### src/hw/rtl/gdg_pkg.sv
// Shared constants, types and state codes for the Gauss diagram face tracer.
package gdg_pkg;

  localparam int MAX_CODE_LENGTH = 64;
  localparam int MAX_CROSSINGS   = 32;
  localparam int ID_W            = 5;
  localparam int SM_W            = 2;
  localparam int ELEM_W          = ID_W + SM_W;
  localparam int LEN_W           = $clog2(MAX_CODE_LENGTH + 1);
  localparam int PIDX_W          = $clog2(MAX_CODE_LENGTH);
  localparam int EIDX_W          = PIDX_W + 1;
  localparam int EDGE_CAP        = 2 * MAX_CODE_LENGTH;
  localparam int KEY_W           = 2 * ELEM_W + 1;
  localparam int PAIR_W          = 2 * ELEM_W;
  localparam int VERT_W          = LEN_W - 1;
  localparam int GEN_W           = 6;
  localparam int FACE_W          = 8;
  localparam int FIFO_DEPTH      = 4;
  localparam int FIFO_AW         = $clog2(FIFO_DEPTH);

  // Shifted sign of a vertex: under -1, over, under +1.
  localparam logic [SM_W-1:0] SM_NEG  = 2'd0;
  localparam logic [SM_W-1:0] SM_OVER = 2'd1;
  localparam logic [SM_W-1:0] SM_POS  = 2'd2;

  typedef struct packed {
    logic [ID_W-1:0] id;
    logic [SM_W-1:0] sm;
  } elem_t;

  typedef struct packed {
    elem_t hi;
    elem_t lo;
  } pair_t;

  typedef enum logic {
    CMD_PAIR,
    CMD_CLOSE
  } cmd_kind_t;

  // PAIR: len holds the pair index, a/b the two elements.
  // CLOSE: len holds the code length, a/b/c are previous, current and first element.
  typedef struct packed {
    cmd_kind_t        kind;
    logic             err;
    logic [LEN_W-1:0] len;
    elem_t            a;
    elem_t            b;
    elem_t            c;
  } cmd_t;

  typedef enum logic [3:0] {
    S_IDLE,
    S_CA,
    S_CB,
    S_DK,
    S_DK2,
    S_DJ,
    S_DJ2,
    S_DFIN,
    S_MK,
    S_MK2,
    S_WK,
    S_WK2,
    S_WHIT,
    S_DONE
  } state_t;

endpackage

### src/hw/rtl/gdg_ram.sv
// Generic single-write, single-read RAM with registered read data.
module gdg_ram #(
  parameter int WIDTH = 8,
  parameter int DEPTH = 16
) (
  input  logic                     clk,
  input  logic                     we,
  input  logic [$clog2(DEPTH)-1:0] waddr,
  input  logic [WIDTH-1:0]         wdata,
  input  logic [$clog2(DEPTH)-1:0] raddr,
  output logic [WIDTH-1:0]         rdata
);

  logic [WIDTH-1:0] mem [DEPTH];

  always_ff @(posedge clk) begin
    if (we) begin
      mem[waddr] <= wdata;
    end
    rdata <= mem[raddr];
  end

endmodule

### src/hw/rtl/gdg_fifo.sv
// Short command queue between the loading front end and the tracing back end.
module gdg_fifo (
  input  logic          clk,
  input  logic          rst,
  input  logic          push,
  input  gdg_pkg::cmd_t push_data,
  output logic          full,
  input  logic          pop,
  output gdg_pkg::cmd_t pop_data,
  output logic          empty
);

  gdg_pkg::cmd_t                 mem [gdg_pkg::FIFO_DEPTH];
  logic [gdg_pkg::FIFO_AW-1:0]   wptr;
  logic [gdg_pkg::FIFO_AW-1:0]   rptr;
  logic [gdg_pkg::FIFO_AW:0]     count;

  assign full     = (count == (gdg_pkg::FIFO_AW+1)'(gdg_pkg::FIFO_DEPTH));
  assign empty    = (count == '0);
  assign pop_data = mem[rptr];

  always_ff @(posedge clk) begin
    if (push && !full) begin
      mem[wptr] <= push_data;
    end
  end

  always_ff @(posedge clk) begin
    if (rst) begin
      wptr  <= '0;
      rptr  <= '0;
      count <= '0;
    end else begin
      if (push && !full) begin
        wptr <= wptr + 1'b1;
      end
      if (pop && !empty) begin
        rptr <= rptr + 1'b1;
      end
      count <= count + ((push && !full) ? 1'b1 : 1'b0) - ((pop && !empty) ? 1'b1 : 1'b0);
    end
  end

endmodule

### src/hw/rtl/gdg_front.sv
// Front end: accepts code elements, checks ranges and issues pair and close commands.
module gdg_front (
  input  logic                       clk,
  input  logic                       rst,
  input  logic                       item_valid,
  output logic                       item_stall,
  input  logic [gdg_pkg::ID_W-1:0]   crossing_id,
  input  logic                       is_over,
  input  logic                       crossing_sign,
  input  logic                       last,
  output logic                       push,
  output gdg_pkg::cmd_t              cmd,
  input  logic                       full
);

  logic [gdg_pkg::LEN_W-1:0] count;
  logic [gdg_pkg::LEN_W-1:0] count_next;
  gdg_pkg::elem_t            prev;
  gdg_pkg::elem_t            first;
  logic [gdg_pkg::ID_W-1:0]  max_id;
  logic [gdg_pkg::ID_W-1:0]  max_id_next;
  logic                      overflow;
  logic                      overflow_next;
  logic                      accept;
  logic                      room;
  gdg_pkg::elem_t            elem;
  logic [gdg_pkg::LEN_W-1:0] len_v;
  logic [gdg_pkg::ID_W-1:0]  max_v;

  assign item_stall = full;
  assign accept     = item_valid && !full;
  assign room       = (count < gdg_pkg::LEN_W'(gdg_pkg::MAX_CODE_LENGTH));

  always_comb begin
    elem.id = crossing_id;
    if (is_over) begin
      elem.sm = gdg_pkg::SM_OVER;
    end else if (crossing_sign) begin
      elem.sm = gdg_pkg::SM_NEG;
    end else begin
      elem.sm = gdg_pkg::SM_POS;
    end
    len_v = room ? count + 1'b1 : count;
    max_v = (room && crossing_id > max_id) ? crossing_id : max_id;

    push     = accept && (last || (room && count != '0));
    cmd.kind = last ? gdg_pkg::CMD_CLOSE : gdg_pkg::CMD_PAIR;
    cmd.err  = overflow || !room || ({1'b0, max_v} >= len_v[gdg_pkg::LEN_W-1:1]);
    cmd.len  = last ? len_v : count - 1'b1;
    cmd.a    = prev;
    cmd.b    = elem;
    cmd.c    = first;

    count_next    = count;
    max_id_next   = max_id;
    overflow_next = overflow;
    if (accept) begin
      if (last) begin
        count_next    = '0;
        max_id_next   = '0;
        overflow_next = 1'b0;
      end else begin
        count_next    = len_v;
        max_id_next   = max_v;
        overflow_next = overflow || !room;
      end
    end
  end

  always_ff @(posedge clk) begin
    if (accept && room) begin
      prev <= elem;
      if (count == '0) begin
        first <= elem;
      end
    end
  end

  always_ff @(posedge clk) begin
    if (rst) begin
      count    <= '0;
      max_id   <= '0;
      overflow <= 1'b0;
    end else begin
      count    <= count_next;
      max_id   <= max_id_next;
      overflow <= overflow_next;
    end
  end

endmodule

### src/hw/rtl/gdg_back.sv
// Back end: builds the edge set, removes duplicates, traces faces and forms the result.
module gdg_back (
  input  logic                         clk,
  input  logic                         rst,
  input  gdg_pkg::cmd_t                head,
  input  logic                         fifo_empty,
  output logic                         pop,
  output logic                         result_valid,
  input  logic                         result_stall,
  output logic [gdg_pkg::GEN_W-1:0]    genus_value,
  output logic [gdg_pkg::FACE_W-1:0]   face_count,
  output logic                         error_flag
);

  gdg_pkg::state_t              state;
  gdg_pkg::state_t              state_next;
  logic [gdg_pkg::LEN_W-1:0]    len;
  logic [gdg_pkg::LEN_W-1:0]    len_next;
  logic                         err;
  logic                         err_next;
  gdg_pkg::elem_t               cprev;
  gdg_pkg::elem_t               cprev_next;
  gdg_pkg::elem_t               ccur;
  gdg_pkg::elem_t               ccur_next;
  gdg_pkg::elem_t               cfirst;
  gdg_pkg::elem_t               cfirst_next;
  logic [gdg_pkg::PIDX_W-1:0]   k;
  logic [gdg_pkg::PIDX_W-1:0]   k_next;
  logic [gdg_pkg::PIDX_W-1:0]   j;
  logic [gdg_pkg::PIDX_W-1:0]   j_next;
  logic                         dup;
  logic                         dup_next;
  gdg_pkg::pair_t               pk;
  gdg_pkg::pair_t               pk_next;
  logic [gdg_pkg::EDGE_CAP-1:0] free;
  logic                         found;
  logic                         found_next;
  logic [gdg_pkg::KEY_W-1:0]    best_key;
  logic [gdg_pkg::KEY_W-1:0]    best_key_next;
  logic [gdg_pkg::EIDX_W-1:0]   best_idx;
  logic [gdg_pkg::EIDX_W-1:0]   best_idx_next;
  gdg_pkg::pair_t               best_pair;
  gdg_pkg::pair_t               best_pair_next;
  logic [gdg_pkg::EIDX_W-1:0]   start_idx;
  logic [gdg_pkg::EIDX_W-1:0]   start_idx_next;
  logic [gdg_pkg::EIDX_W-1:0]   cur_idx;
  logic [gdg_pkg::EIDX_W-1:0]   cur_idx_next;
  gdg_pkg::pair_t               cur_pair;
  gdg_pkg::pair_t               cur_pair_next;
  logic [gdg_pkg::EIDX_W-1:0]   nxt_idx;
  logic [gdg_pkg::EIDX_W-1:0]   nxt_idx_next;
  gdg_pkg::pair_t               nxt_pair;
  gdg_pkg::pair_t               nxt_pair_next;
  logic [gdg_pkg::FACE_W-1:0]   faces;
  logic [gdg_pkg::FACE_W-1:0]   faces_next;
  logic                         free_set;
  logic                         free_clr;
  logic                         load_out;

  logic                         ram_we;
  logic [gdg_pkg::PIDX_W-1:0]   ram_waddr;
  gdg_pkg::pair_t               ram_wdata;
  logic [gdg_pkg::PIDX_W-1:0]   ram_raddr;
  gdg_pkg::pair_t               rdata;

  logic                         k_last;
  logic [gdg_pkg::LEN_W-1:0]    len_m1;
  logic [gdg_pkg::LEN_W-1:0]    len_m2;
  logic [gdg_pkg::KEY_W-1:0]    key_fw;
  logic [gdg_pkg::KEY_W-1:0]    key_rv;
  logic                         take_fw;
  logic                         take_rv;
  logic                         mid_found;
  logic [gdg_pkg::KEY_W-1:0]    mid_key;
  gdg_pkg::elem_t               hv;
  logic                         cur_d;
  logic                         same;
  logic                         fw_m;
  logic                         rv_m;
  logic [gdg_pkg::EIDX_W-1:0]   fw_idx;
  logic [gdg_pkg::EIDX_W-1:0]   rv_idx;
  logic [gdg_pkg::FACE_W:0]     excess;
  logic [gdg_pkg::FACE_W:0]     faces_w;
  logic [gdg_pkg::GEN_W-1:0]    genus_v;

  gdg_ram #(
    .WIDTH(gdg_pkg::PAIR_W),
    .DEPTH(gdg_pkg::MAX_CODE_LENGTH)
  ) u_pair_ram (
    .clk  (clk),
    .we   (ram_we),
    .waddr(ram_waddr),
    .wdata(ram_wdata),
    .raddr(ram_raddr),
    .rdata(rdata)
  );

  assign k_last = ({1'b0, k} + 1'b1 == len);
  assign len_m1 = len - 1'b1;
  assign len_m2 = len - 2'd2;
  assign fw_idx = {k, 1'b0};
  assign rv_idx = {k, 1'b1};

  // Keys order edges by (from, to, direction); the packed element order matches.
  assign key_fw = {rdata.hi, rdata.lo, 1'b1};
  assign key_rv = {rdata.lo, rdata.hi, 1'b0};

  always_comb begin
    take_fw   = free[fw_idx] && (!found || key_fw < best_key);
    mid_found = found || take_fw;
    mid_key   = take_fw ? key_fw : best_key;
    take_rv   = free[rv_idx] && (!mid_found || key_rv < mid_key);
  end

  // Turn rule at the head vertex of the current edge.
  always_comb begin
    cur_d = cur_idx[0];
    hv    = cur_d ? cur_pair.hi : cur_pair.lo;
    same  = ((hv.sm == gdg_pkg::SM_POS) == cur_d);
    if (hv.sm == gdg_pkg::SM_OVER) begin
      fw_m = (rdata.hi.id == hv.id) &&
             (rdata.hi.sm == (cur_d ? gdg_pkg::SM_NEG : gdg_pkg::SM_POS));
      rv_m = (rdata.lo.id == hv.id) &&
             (rdata.lo.sm == (cur_d ? gdg_pkg::SM_POS : gdg_pkg::SM_NEG));
    end else begin
      fw_m = (rdata.hi.id == hv.id) && (rdata.hi.sm == gdg_pkg::SM_OVER) && same;
      rv_m = (rdata.lo.id == hv.id) && (rdata.lo.sm == gdg_pkg::SM_OVER) && !same;
    end
  end

  always_comb begin
    faces_w = {1'b0, faces};
    excess  = (gdg_pkg::FACE_W+1)'(len[gdg_pkg::LEN_W-1:1]) + 2'd2;
    if (!err && faces_w <= excess) begin
      genus_v = gdg_pkg::GEN_W'((excess - faces_w) >> 1);
    end else begin
      genus_v = '0;
    end
  end

  always_comb begin
    state_next = state;
    unique case (state)
      gdg_pkg::S_IDLE: begin
        if (!fifo_empty && head.kind == gdg_pkg::CMD_CLOSE) begin
          state_next = head.err ? gdg_pkg::S_DONE : gdg_pkg::S_CA;
        end
      end
      gdg_pkg::S_CA:  state_next = gdg_pkg::S_CB;
      gdg_pkg::S_CB:  state_next = gdg_pkg::S_DK;
      gdg_pkg::S_DK:  state_next = gdg_pkg::S_DK2;
      gdg_pkg::S_DK2: state_next = (k == '0) ? gdg_pkg::S_DFIN : gdg_pkg::S_DJ;
      gdg_pkg::S_DJ:  state_next = gdg_pkg::S_DJ2;
      gdg_pkg::S_DJ2: state_next = (j + 1'b1 == k) ? gdg_pkg::S_DFIN : gdg_pkg::S_DJ;
      gdg_pkg::S_DFIN: state_next = k_last ? gdg_pkg::S_MK : gdg_pkg::S_DK;
      gdg_pkg::S_MK:  state_next = gdg_pkg::S_MK2;
      gdg_pkg::S_MK2: begin
        if (!k_last) begin
          state_next = gdg_pkg::S_MK;
        end else if (mid_found || take_rv) begin
          state_next = gdg_pkg::S_WK;
        end else begin
          state_next = gdg_pkg::S_DONE;
        end
      end
      gdg_pkg::S_WK:  state_next = gdg_pkg::S_WK2;
      gdg_pkg::S_WK2: begin
        state_next = (fw_m || rv_m || k_last) ? gdg_pkg::S_WHIT : gdg_pkg::S_WK;
      end
      gdg_pkg::S_WHIT: begin
        if (!free[nxt_idx]) begin
          state_next = gdg_pkg::S_DONE;
        end else if (nxt_idx == start_idx) begin
          state_next = gdg_pkg::S_MK;
        end else begin
          state_next = gdg_pkg::S_WK;
        end
      end
      gdg_pkg::S_DONE: begin
        if (!result_valid || !result_stall) begin
          state_next = gdg_pkg::S_IDLE;
        end
      end
      default: state_next = gdg_pkg::S_IDLE;
    endcase
  end

  always_comb begin
    len_next       = len;
    err_next       = err;
    cprev_next     = cprev;
    ccur_next      = ccur;
    cfirst_next    = cfirst;
    k_next         = k;
    j_next         = j;
    dup_next       = dup;
    pk_next        = pk;
    found_next     = found;
    best_key_next  = best_key;
    best_idx_next  = best_idx;
    best_pair_next = best_pair;
    start_idx_next = start_idx;
    cur_idx_next   = cur_idx;
    cur_pair_next  = cur_pair;
    nxt_idx_next   = nxt_idx;
    nxt_pair_next  = nxt_pair;
    faces_next     = faces;
    free_set       = 1'b0;
    free_clr       = 1'b0;
    load_out       = 1'b0;
    pop            = 1'b0;
    ram_we         = 1'b0;
    ram_waddr      = k;
    ram_wdata      = {cprev, ccur};
    ram_raddr      = k;
    unique case (state)
      gdg_pkg::S_IDLE: begin
        if (!fifo_empty) begin
          pop = 1'b1;
          if (head.kind == gdg_pkg::CMD_PAIR) begin
            ram_we    = 1'b1;
            ram_waddr = head.len[gdg_pkg::PIDX_W-1:0];
            ram_wdata = {head.a, head.b};
          end else begin
            len_next    = head.len;
            err_next    = head.err;
            cprev_next  = head.a;
            ccur_next   = head.b;
            cfirst_next = head.c;
            faces_next  = '0;
            k_next      = '0;
          end
        end
      end
      gdg_pkg::S_CA: begin
        ram_we    = 1'b1;
        ram_waddr = len_m2[gdg_pkg::PIDX_W-1:0];
        ram_wdata = {cprev, ccur};
      end
      gdg_pkg::S_CB: begin
        // Closing pair wraps from the last element back to the first.
        ram_we    = 1'b1;
        ram_waddr = len_m1[gdg_pkg::PIDX_W-1:0];
        ram_wdata = {ccur, cfirst};
        k_next    = '0;
      end
      gdg_pkg::S_DK: begin
        ram_raddr = k;
      end
      gdg_pkg::S_DK2: begin
        pk_next  = rdata;
        dup_next = 1'b0;
        j_next   = '0;
      end
      gdg_pkg::S_DJ: begin
        ram_raddr = j;
      end
      gdg_pkg::S_DJ2: begin
        if (rdata == pk) begin
          dup_next = 1'b1;
        end
        j_next = j + 1'b1;
      end
      gdg_pkg::S_DFIN: begin
        free_set   = 1'b1;
        k_next     = k_last ? '0 : k + 1'b1;
        found_next = 1'b0;
      end
      gdg_pkg::S_MK: begin
        ram_raddr = k;
      end
      gdg_pkg::S_MK2: begin
        if (take_rv) begin
          found_next     = 1'b1;
          best_key_next  = key_rv;
          best_idx_next  = rv_idx;
          best_pair_next = rdata;
        end else if (take_fw) begin
          found_next     = 1'b1;
          best_key_next  = key_fw;
          best_idx_next  = fw_idx;
          best_pair_next = rdata;
        end
        if (k_last) begin
          k_next = '0;
          if (take_rv) begin
            start_idx_next = rv_idx;
            cur_idx_next   = rv_idx;
            cur_pair_next  = rdata;
          end else if (take_fw) begin
            start_idx_next = fw_idx;
            cur_idx_next   = fw_idx;
            cur_pair_next  = rdata;
          end else begin
            start_idx_next = best_idx;
            cur_idx_next   = best_idx;
            cur_pair_next  = best_pair;
          end
        end else begin
          k_next = k + 1'b1;
        end
      end
      gdg_pkg::S_WK: begin
        ram_raddr = k;
      end
      gdg_pkg::S_WK2: begin
        if (fw_m) begin
          nxt_idx_next  = fw_idx;
          nxt_pair_next = rdata;
        end else if (rv_m) begin
          nxt_idx_next  = rv_idx;
          nxt_pair_next = rdata;
        end else if (k_last) begin
          // No turn matches, so the walk stays on the current edge.
          nxt_idx_next  = cur_idx;
          nxt_pair_next = cur_pair;
        end else begin
          k_next = k + 1'b1;
        end
      end
      gdg_pkg::S_WHIT: begin
        k_next     = '0;
        found_next = 1'b0;
        if (!free[nxt_idx]) begin
          err_next = 1'b1;
        end else begin
          free_clr      = 1'b1;
          cur_idx_next  = nxt_idx;
          cur_pair_next = nxt_pair;
          if (nxt_idx == start_idx) begin
            faces_next = faces + 1'b1;
          end
        end
      end
      gdg_pkg::S_DONE: begin
        load_out = !result_valid || !result_stall;
      end
      default: begin
      end
    endcase
  end

  always_ff @(posedge clk) begin
    len       <= len_next;
    err       <= err_next;
    cprev     <= cprev_next;
    ccur      <= ccur_next;
    cfirst    <= cfirst_next;
    k         <= k_next;
    j         <= j_next;
    dup       <= dup_next;
    pk        <= pk_next;
    found     <= found_next;
    best_key  <= best_key_next;
    best_idx  <= best_idx_next;
    best_pair <= best_pair_next;
    start_idx <= start_idx_next;
    cur_idx   <= cur_idx_next;
    cur_pair  <= cur_pair_next;
    nxt_idx   <= nxt_idx_next;
    nxt_pair  <= nxt_pair_next;
    faces     <= faces_next;
    if (load_out) begin
      genus_value <= genus_v;
      face_count  <= faces;
      error_flag  <= err;
    end
  end

  always_ff @(posedge clk) begin
    if (rst) begin
      state        <= gdg_pkg::S_IDLE;
      free         <= '0;
      result_valid <= 1'b0;
    end else begin
      state <= state_next;
      // The forward and reverse edge of a pair sit side by side.
      if (free_set) begin
        free[fw_idx +: 2] <= {2{!dup}};
      end
      if (free_clr) begin
        free[nxt_idx] <= 1'b0;
      end
      if (load_out) begin
        result_valid <= 1'b1;
      end else if (!result_stall) begin
        result_valid <= 1'b0;
      end
    end
  end

endmodule

### src/hw/rtl/gauss_diagram_genus_face_tracer.sv
// Top level of the Gauss diagram genus tracer: front end, command queue and back end.
//
// Input channel (item_valid / item_stall): one Gauss code element per transfer,
// an id, an over/under mark and a sign; last closes the code. Elements stream in
// at one per cycle while the four-entry command queue has room.
// Output channel (result_valid / result_stall): one result per code, holding the
// genus, the number of faces traced and an error flag.
// After the last element the back end writes the closing pairs, folds duplicate
// edges, then alternates start searches and walk steps over the pairs of the code;
// every step is a read through the single read port of the pair memory, which
// sets the pace. A code flagged as an error by the front end skips these steps
// and goes straight to the result.
// Reset clears the queue, the element counter, the free-edge bits and the
// result valid flag; the pair memory needs no clearing.
// While result_stall is high the result holds; the back end waits with the next
// code and the front end keeps loading elements until the queue is full.
module gauss_diagram_genus_face_tracer (
  input  logic                       clk,
  input  logic                       rst,
  input  logic                       item_valid,
  output logic                       item_stall,
  input  logic [gdg_pkg::ID_W-1:0]   crossing_id,
  input  logic                       is_over,
  input  logic                       crossing_sign,
  input  logic                       last,
  output logic                       result_valid,
  input  logic                       result_stall,
  output logic [gdg_pkg::GEN_W-1:0]  genus_value,
  output logic [gdg_pkg::FACE_W-1:0] face_count,
  output logic                       error_flag
);

  logic          push;
  logic          full;
  logic          pop;
  logic          empty;
  gdg_pkg::cmd_t cmd;
  gdg_pkg::cmd_t head;

  gdg_front u_front (
    .clk          (clk),
    .rst          (rst),
    .item_valid   (item_valid),
    .item_stall   (item_stall),
    .crossing_id  (crossing_id),
    .is_over      (is_over),
    .crossing_sign(crossing_sign),
    .last         (last),
    .push         (push),
    .cmd          (cmd),
    .full         (full)
  );

  gdg_fifo u_fifo (
    .clk      (clk),
    .rst      (rst),
    .push     (push),
    .push_data(cmd),
    .full     (full),
    .pop      (pop),
    .pop_data (head),
    .empty    (empty)
  );

  gdg_back u_back (
    .clk         (clk),
    .rst         (rst),
    .head        (head),
    .fifo_empty  (empty),
    .pop         (pop),
    .result_valid(result_valid),
    .result_stall(result_stall),
    .genus_value (genus_value),
    .face_count  (face_count),
    .error_flag  (error_flag)
  );

`ifndef NO_ASSERTIONS
  // The front end never pushes a command into a full queue.
  assert property (@(posedge clk) disable iff (rst) push |-> !full)
    else $error("command pushed into full queue");

  // The back end never pops an empty queue.
  assert property (@(posedge clk) disable iff (rst) pop |-> !empty)
    else $error("command popped from empty queue");

  // An error result always reports genus zero.
  assert property (@(posedge clk) disable iff (rst)
    (result_valid && error_flag) |-> (genus_value == '0))
    else $error("error result with nonzero genus");
`endif

endmodule

### config.mk
export PLATFORM = sky130hd
export DESIGN_NAME = gauss_diagram_genus_face_tracer
export DESIGN_NICKNAME = d
export VERILOG_FILES = /design/src/hw/rtl/gdg_pkg.sv /design/src/hw/rtl/gdg_ram.sv /design/src/hw/rtl/gdg_fifo.sv /design/src/hw/rtl/gdg_front.sv /design/src/hw/rtl/gdg_back.sv /design/src/hw/rtl/gauss_diagram_genus_face_tracer.sv
export SDC_FILE = /design/constraint.sdc
export NUM_CORES = 2
export LEC_CHECK = 0
export ABC_CLOCK_PERIOD_IN_PS = 7600
export BUFFER_PORTS_ARGS = -buffer_cell sky130_fd_sc_hd__buf_4
export CAP_MARGIN = 20
export CELL_PAD_IN_SITES_DETAIL_PLACEMENT = 2
export CELL_PAD_IN_SITES_GLOBAL_PLACEMENT = 2
export CORE_MARGIN = 2
export CORE_UTILIZATION = 30
export CTS_CLUSTER_DIAMETER = 200
export DETAILED_ROUTE_END_ITERATION = 10
export PLACE_DENSITY_LB_ADDON = 0.1
export SLEW_MARGIN = 10
export SYNTH_ARGS = -nofsm -noshare
export SYNTH_HDL_FRONTEND = slang
export SYNTH_SLANG_ARGS = --single-unit
### constraint.sdc
create_clock -name clk -period 7.6 [get_ports clk]
set_input_delay 1.52 -clock clk [delete_from_list [all_inputs] [get_ports clk]]
set_output_delay 1.52 -clock clk [all_outputs]
set_load 0.01 [all_outputs]
# [After elaboration in Yosys (flattened, before gate mapping)]
# Memories as Yosys holds them, arrays and structs flattened. A register that Yosys moved wholly into a read port is not among the register bits.
# Index checks and enable logic that the tools add are counted.
# Widths: inputs -> output; s select.
[totals] ff_bits=332 ram_bits=1016 word_cells=293 n_memories=2 input_bits=12
[memory_table] name="u_back.u_pair_ram.mem" words=64 word_bits=14 rd=1 rd_ports_with_merged_regs=1 write_ports=1 line="gdg_ram.sv:14" source="logic [WIDTH-1:0] mem [DEPTH];"
[memory_table] name="u_fifo.mem" words=4 word_bits=30 rd=1 rd_ports_with_merged_regs=1 write_ports=1 line="gdg_fifo.sv:13" source="gdg_pkg::cmd_t mem [gdg_pkg::FIFO_DEPTH];"
[classes] n_eq_ne=41 n_bitwise=3 n_lt_le_gt_ge=10 muxes=104 n_reduce_logical=64 add_sub_neg=15 shift=2
[ops] cell="$mux 128" n=3
[ops] cell="$and 128x128->128" n=1
[ops] cell="$bwmux 128" n=1
[ops] cell="$not 128->128" n=1
[ops] cell="$shift 2x9->128 const A" n=1
[ops] cell="$shiftx 2x9->128" n=1
[ops] cell="$mux 14" n=9
[ops] cell="$mux 7" n=11
[ops] cell="$pmux 14 s2" n=2
[ops] cell="$pmux 4 s14" n=1
[ops] cell="$mux 6" n=9
[ops] cell="$mux 8" n=4
[ops] cell="$lt 15x15->1" n=2
[ops] cell="$mux 1" n=30
[ops] cell="$mux 15" n=2
[ops] cell="$eq 4x4->1 const B" n=6
[ops] cell="$lt 7x8->1 const B" n=3
[ops] cell="$mux 4" n=6
[ops] cell="$pmux 6 s4" n=1
[ops] cell="$logic_and 1x1->1" n=18
[ops] cell="$mux 2" n=9
[ops] cell="$pmux 6 s3" n=1
[ops] cell="$eq 4x3->1 const B" n=4
[ops] cell="$ne 2x1->1 const B" n=8
[ops] cell="57 further kinds" n=105

# [Depth between registers and ports, before layout]
[logic_depth] depth_word=11 ltp_mapped=21 depth_no_buf=18

# [By module]
# From an unflattened synthesis, not the netlist that was laid out.
[unflattened] hier_cells=3811 area_unflattened_um2=59418.2
[modules_own_cells] mod="gdg_ram" instances=1 area_per_inst_um2=34958.5 cells_each=1550 seq_area_each_um2=27186.1
[modules_own_cells] mod="gdg_back" instances=1 area_per_inst_um2=18029.8 cells_each=1883 seq_area_each_um2=7617.3
[modules_own_cells] mod="gdg_fifo" instances=1 area_per_inst_um2=4804.6 cells_each=207 seq_area_each_um2=3783.6
[modules_own_cells] mod="gdg_front" instances=1 area_per_inst_um2=1625.3 cells_each=171 seq_area_each_um2=680.7

# [Least setup slack after synthesis]
# OpenSTA, ideal clock, no wires.
[synth_path] path_type="register -> register" startpoint="register u_back.u_pair_ram.rdata[5] (read register of u_back.u_pair_ram.mem)" endpoint="register u_back.found, enable pin" path_stages_with_launch=19 setup_slack_ns=3.074 t_arrival_ns=4.213 required_ns=7.287 setup_time_ns=0.313 period_less_slack_ns=4.526 path_buffers=2 cell_sequence="dfxtp_1 -> ha_1 -> a211o_1 -> a21oi_1 -> o21ai_1 -> a221oi_1 -> o21ai_1 -> a211oi_2 -> buf_2 -> mux2i_1 -> ha_1 -> a21o_1 -> a21o_1 -> a21oi_1 -> o211a_1 -> a221o_1 -> a21bo_2 -> buf_2 -> a31oi_1"
[synth_between] elab_chain_cells=9
[synth_rtl] item="start, declared" line="gdg_ram.sv:11" source="output logic [WIDTH-1:0] rdata"
[synth_rtl] item="$lt 15x15->1" line="gdg_back.sv:109" source="take_fw = free[fw_idx] && (!found || key_fw < best_key);"
[synth_rtl] item="$logic_or 1x1->1" line="gdg_back.sv:109"
[synth_rtl] item="$logic_and 1x1->1" line="gdg_back.sv:109"
[synth_rtl] item="$mux 15 / $logic_or 1x1->1 (equally long branches)"
[synth_rtl] item="$lt 15x15->1 / $logic_not 1->1 (equally long branches)" line="gdg_back.sv:112" source="take_rv = free[rv_idx] && (!mid_found || key_rv < mid_key);"
[synth_rtl] item="$logic_or 1x1->1" line="gdg_back.sv:112"
[synth_rtl] item="$logic_and 1x1->1" line="gdg_back.sv:112"
[synth_rtl] item="$ne 3x1->1 (no line) *"
[synth_rtl] item="$reduce_and 2->1 (no line) *"
[synth_rtl] item="end signal, assigned" line="gdg_back.sv:353" source="found <= found_next;"
[synth_rtl] item="end, declared" line="gdg_back.sv:36" source="logic found;"
# Every way passes the cells marked *; elsewhere a longest branch is shown, timed or not.
# A chain may end at the register's enable or synchronous reset.

# [Worst setup path in the final report]
[layout_path] startpoint="register u_back.k[0] (netlist bit)" endpoint="register u_back.cur_idx[6] (netlist bit), data pin"
[layout_between] elab_chain_cells=10
[layout_rtl] item="start, declared" line="gdg_back.sv:27" source="logic [gdg_pkg::PIDX_W-1:0] k;"
[layout_rtl] item="start signal, assigned" line="gdg_back.sv:349" source="k <= k_next;"
[layout_rtl] item="$bmux 1 s6" line="gdg_back.sv:109"
[layout_rtl] item="$mux 1 (implied by the code)" line="gdg_back.sv:109"
[layout_rtl] item="$logic_and 1x1->1" line="gdg_back.sv:109"
[layout_rtl] item="$mux 15 / $logic_or 1x1->1 (equally long branches)"
[layout_rtl] item="$lt 15x15->1 / $logic_not 1->1 (equally long branches)" line="gdg_back.sv:112"
[layout_rtl] item="$logic_or 1x1->1" line="gdg_back.sv:112"
[layout_rtl] item="$logic_and 1x1->1" line="gdg_back.sv:112"
[layout_rtl] item="$mux 7 *"
[layout_rtl] item="$mux 7 *" line="gdg_back.sv:284" source="if (k_last) begin"
[layout_rtl] item="$pmux 7 s2 *" line="gdg_back.sv:216" source="unique case (state)"
[layout_rtl] item="named net u_back.cur_idx_next (one bit)" line="gdg_back.sv:47" source="logic [gdg_pkg::EIDX_W-1:0] cur_idx_next;"
[layout_rtl] item="end signal, assigned" line="gdg_back.sv:358" source="cur_idx <= cur_idx_next;"
[layout_rtl] item="end, declared" line="gdg_back.sv:46" source="logic [gdg_pkg::EIDX_W-1:0] cur_idx;"
# Mark *: on every way through the listed nets, which the timed path passes. The rest lies on a longest branch. The select of a mux whose other input is x is not followed.

==> run metrics <==
run status finished clean; synthesized cell area 58900 sq um; 1st-pass router iterations 7; leakage power summed over all cells 0.0227 uW; Req. time, crit path 8.22 ns; share of total power in sequential cells 0.383; net switching share of the total power 0.366; width of the chip 447 um; later-pin clock latency in the skew report 0.81 ns; Syn Area/Cell 16.1 sq um; nature of the critical path endpoint flip-flop; most instantiated cells after synthesis 1195 x edfxtp_1, 289 x mux4_2, 286 x mux2i_1; number of top-level pins 29; CTS Sinks 1364; Max Cap Viol 0; Mapped Nets 3752; Remaining DRCs 0; peak fanout along the critical path 50; placer congestion estimate 0.804; worst setup slack after placement 1.84 ns; RSZ-0062 raised after global routing false; initial core utilization 0.302; final max-slew violation count 0; highest ir drop seen on vdd 0.275 mV; Fmax 172 MHz; final antenna-violating net count 0; core region area 195000 sq um; detailed placement HPWL 117000 um; cell with the most instances after synthesis edfxtp_1; wire length of the first global-routing pass 272000 um; area share of the largest cell type after synthesis 0.609; # resized after CTS 0; detail-routed via count per cell 5.15; Logic pwr share 0.353; Area growth, synth to finish 15.1%; maximum number of pins on one net before global-route repair 90; number of enable-type register cells in the synthesized netlist 1195; initial drt markers 2600; part of the cycle the worst path needs 0.764; worst max-slew margin expressed relative to the limit 0.256; number of hold buffers added after CTS 0; Syn Inst Count 3667; antenna violations before repair 7; kind of start point of the critical path flip-flop; ratio of cells with drive above 1 in the final layout 0.199; FP Rows 162; CP max stage delay 0.63 ns; final setup skew 0.0604 ns; number of setup violations in the final report 0; final global-route overflow total 0; Least-Margin Pin Slew 1.11 ns; count of state elements after synthesis 1364; arrival time at the worst endpoint 6.42 ns; global routing usage summed across all routing layers 0.188; number of buffers created by CTS 159; TritonCTS clock tree done; cell internal power dissipation 17700 uW; Total Die Area 200000 sq um; Switch Pwr 10200 uW; post-DR wirelength/cell 28.6 um; clock share of power 0.263; setup TNS after final layout 0 ns; cell family contributing the most delay on the critical path compound AO/OA/AOI/OAI gates; sequential-to-total area share from yosys stat 0.667; count of H-tree levels built during CTS 4; deepest clock path buffer count 3; count of buffer and inverter cells on the critical path 2; Setup Fix Bufs, Post-CTS 0; Syn. warnings 0; Fill cells 19600; final worst slack 1.79 ns; vias in the first global route 36400; crit path time final 5.81 ns; Clock Tree Root clkbuf_16; Critical Path, Cell by Cell buf_12, mux4_2, nor2b_1, nor3_1, nor2_1, a41oi_1, a211oi_4, buf_4, mux2i_1, ha_1, a21o_1, a21o_1, a21oi_1, o211a_1, a221o_1, a21bo_2, nand3_1, a31oi_1; FFs w/ async S/R, synth 0; IO Port Bufs 28; critical setup path kind reg -> reg; critical path's most frequent cell a21o_1; number of nets in the final layout 3889; power density normalized to cell area 411 nW/um^2; number of library cell types mapped by synthesis 84; Die Height 447 um; Tightest Hold Check Type reg -> reg; final hold violation count 0; cell type with the largest total area after synthesis edfxtp_1; Crit-path slowest cell edfxtp_1; primary flip-flop cell chosen by synthesis mapping edfxtp_1; cells taking the most area after synthesis edfxtp_1 61%, mux4_2 11%, dfxtp_1 5.7%, mux2i_1 4.9%, a21oi_1 1.7%; detailed-route wire length 187000 um; via count of the routed design 33700; clk slew on worst S/H paths 0.06 ns
layout by cell type (no fill, tap or decap), types with 28 or more instances in the layout:
cell type  Yosys  final
edfxtp_1    1195   1195
mux4_2       289    289
mux2i_1      286    281
nor2_1       244    231
a21oi_1      200    200
buf_4         15    169
dfxtp_1      169    168
clkbuf_16      0    163
o21ai_0      161    161
nand2_1      117    117
inv_1         93     79
a21o_1        72     72
ha_1          71     71
xnor2_1       56     56
nand3_1       54     53
clkbuf_1      95     39
mux2_2        34     34
nor3_1        32     32
a31oi_1       32     32
clkinv_1       2     31
nand2b_1      28     28
cell type report:
cell class	count	area [sq um]	share of cell area
antenna	3	7.51	0.000111
clock buffer	207	4290	0.0634
clock inverter	70	618	0.00912
inverter	95	357	0.00526
multi-input combinational	1999	18400	0.272
sequential	1364	39300	0.579
tap	2624	3280	0.0484
timing repair buffer	185	1530	0.0225
routing by layer:
metal,part of all wire,up-vias,global-route usage
li1,-,14800,-
met1,0.48,18100,0.273
met2,0.47,557,0.298
met3,0.033,224,0.0247
met4,0.020,0,0.0433
met5,0,-,0
stage by stage:
step                area [sq um]  power [uW]  hold slack [ns]  instances  utilization
global placement           62800       20800            0.471       6261        0.322
global route               67800       29300            0.511       6545        0.348
finish                     67800       27900            0.480       6547        0.348
CTS                        67700       28500            0.486       6541        0.347
detailed placement         62800       21000            0.478       6264        0.322
floorplan                  58900       16700            0.424       3667            -
sequential cells by signal, indices dropped and copies added (netlist names), 14 cells and up, named ones only:
register / flops
u_back.best_key: 15
u_back.best_pair: 14
u_back.cur_pair: 14
u_back.free: 128
u_back.nxt_pair: 14
u_back.pk: 14
u_back.u_pair_ram.mem: 896
u_back.u_pair_ram.rdata: 14
u_fifo.mem: 120
u_front.cmd: 14
worst paths after layout:
path,from,endpoint,slack [ns],depth (start not counted)
max,u_back.k[0]$_DFFE_PP_,u_back.cur_idx[6]$_DFFE_PP_,1.79,18
min,u_front.max_id[0]$_SDFFE_PP0P_,u_front.max_id[0]$_SDFFE_PP0P_,0.48,2
max reg2reg,u_back.k[0]$_DFFE_PP_,u_back.cur_idx[6]$_DFFE_PP_,1.79,18
min reg2reg,u_front.max_id[0]$_SDFFE_PP0P_,u_front.max_id[0]$_SDFFE_PP0P_,0.48,2
power groups by stage:
| stage | Sequential, uW | Combinational [uW] | Clock (uW) |
|---|---|---|---|
| 3_5_place_dp | 10900 | 10200 | 0 |
| 6_report | 10700 | 9840 | 7340 |
| 3_3_place_gp | 10800 | 10000 | 0 |
| 2_1_floorplan | 10600 | 6080 | 0 |
| 4_1_cts | 10700 | 10200 | 7580 |
| 5_1_grt | 10800 | 10700 | 7860 |
worst register-to-register path, cell delays in order (launching register included):
cell,delay (ns)
edfxtp_1,0.63
buf_12,0.39
mux4_2,0.61
nor2b_1,0.15
nor3_1,0.37
nor2_1,0.13
a41oi_1,0.51
a211oi_4,0.04
buf_4,0.32
mux2i_1,0.23
ha_1,0.34
a21o_1,0.11
a21o_1,0.10
a21oi_1,0.10
o211a_1,0.24
a221o_1,0.37
a21bo_2,0.59
nand3_1,0.19
a31oi_1,0.24
kinds of logic (layout without fill, tap and decap cells):
group	count (synthesis)	after routing	share of synthesized area
muxes	611	611	0.166
AOI/OAI and AO/OA	638	638	0.0683
DFF	1364	1364	0.667
adders and majority gates	73	73	0.0158
other	0	3	0
xor gates and xnor gates	84	84	0.0127
buffers and inverters	304	557	0.0228
and+or+nand+nor	593	593	0.0474
No activity file was read; power rests on OpenSTA's default activity.
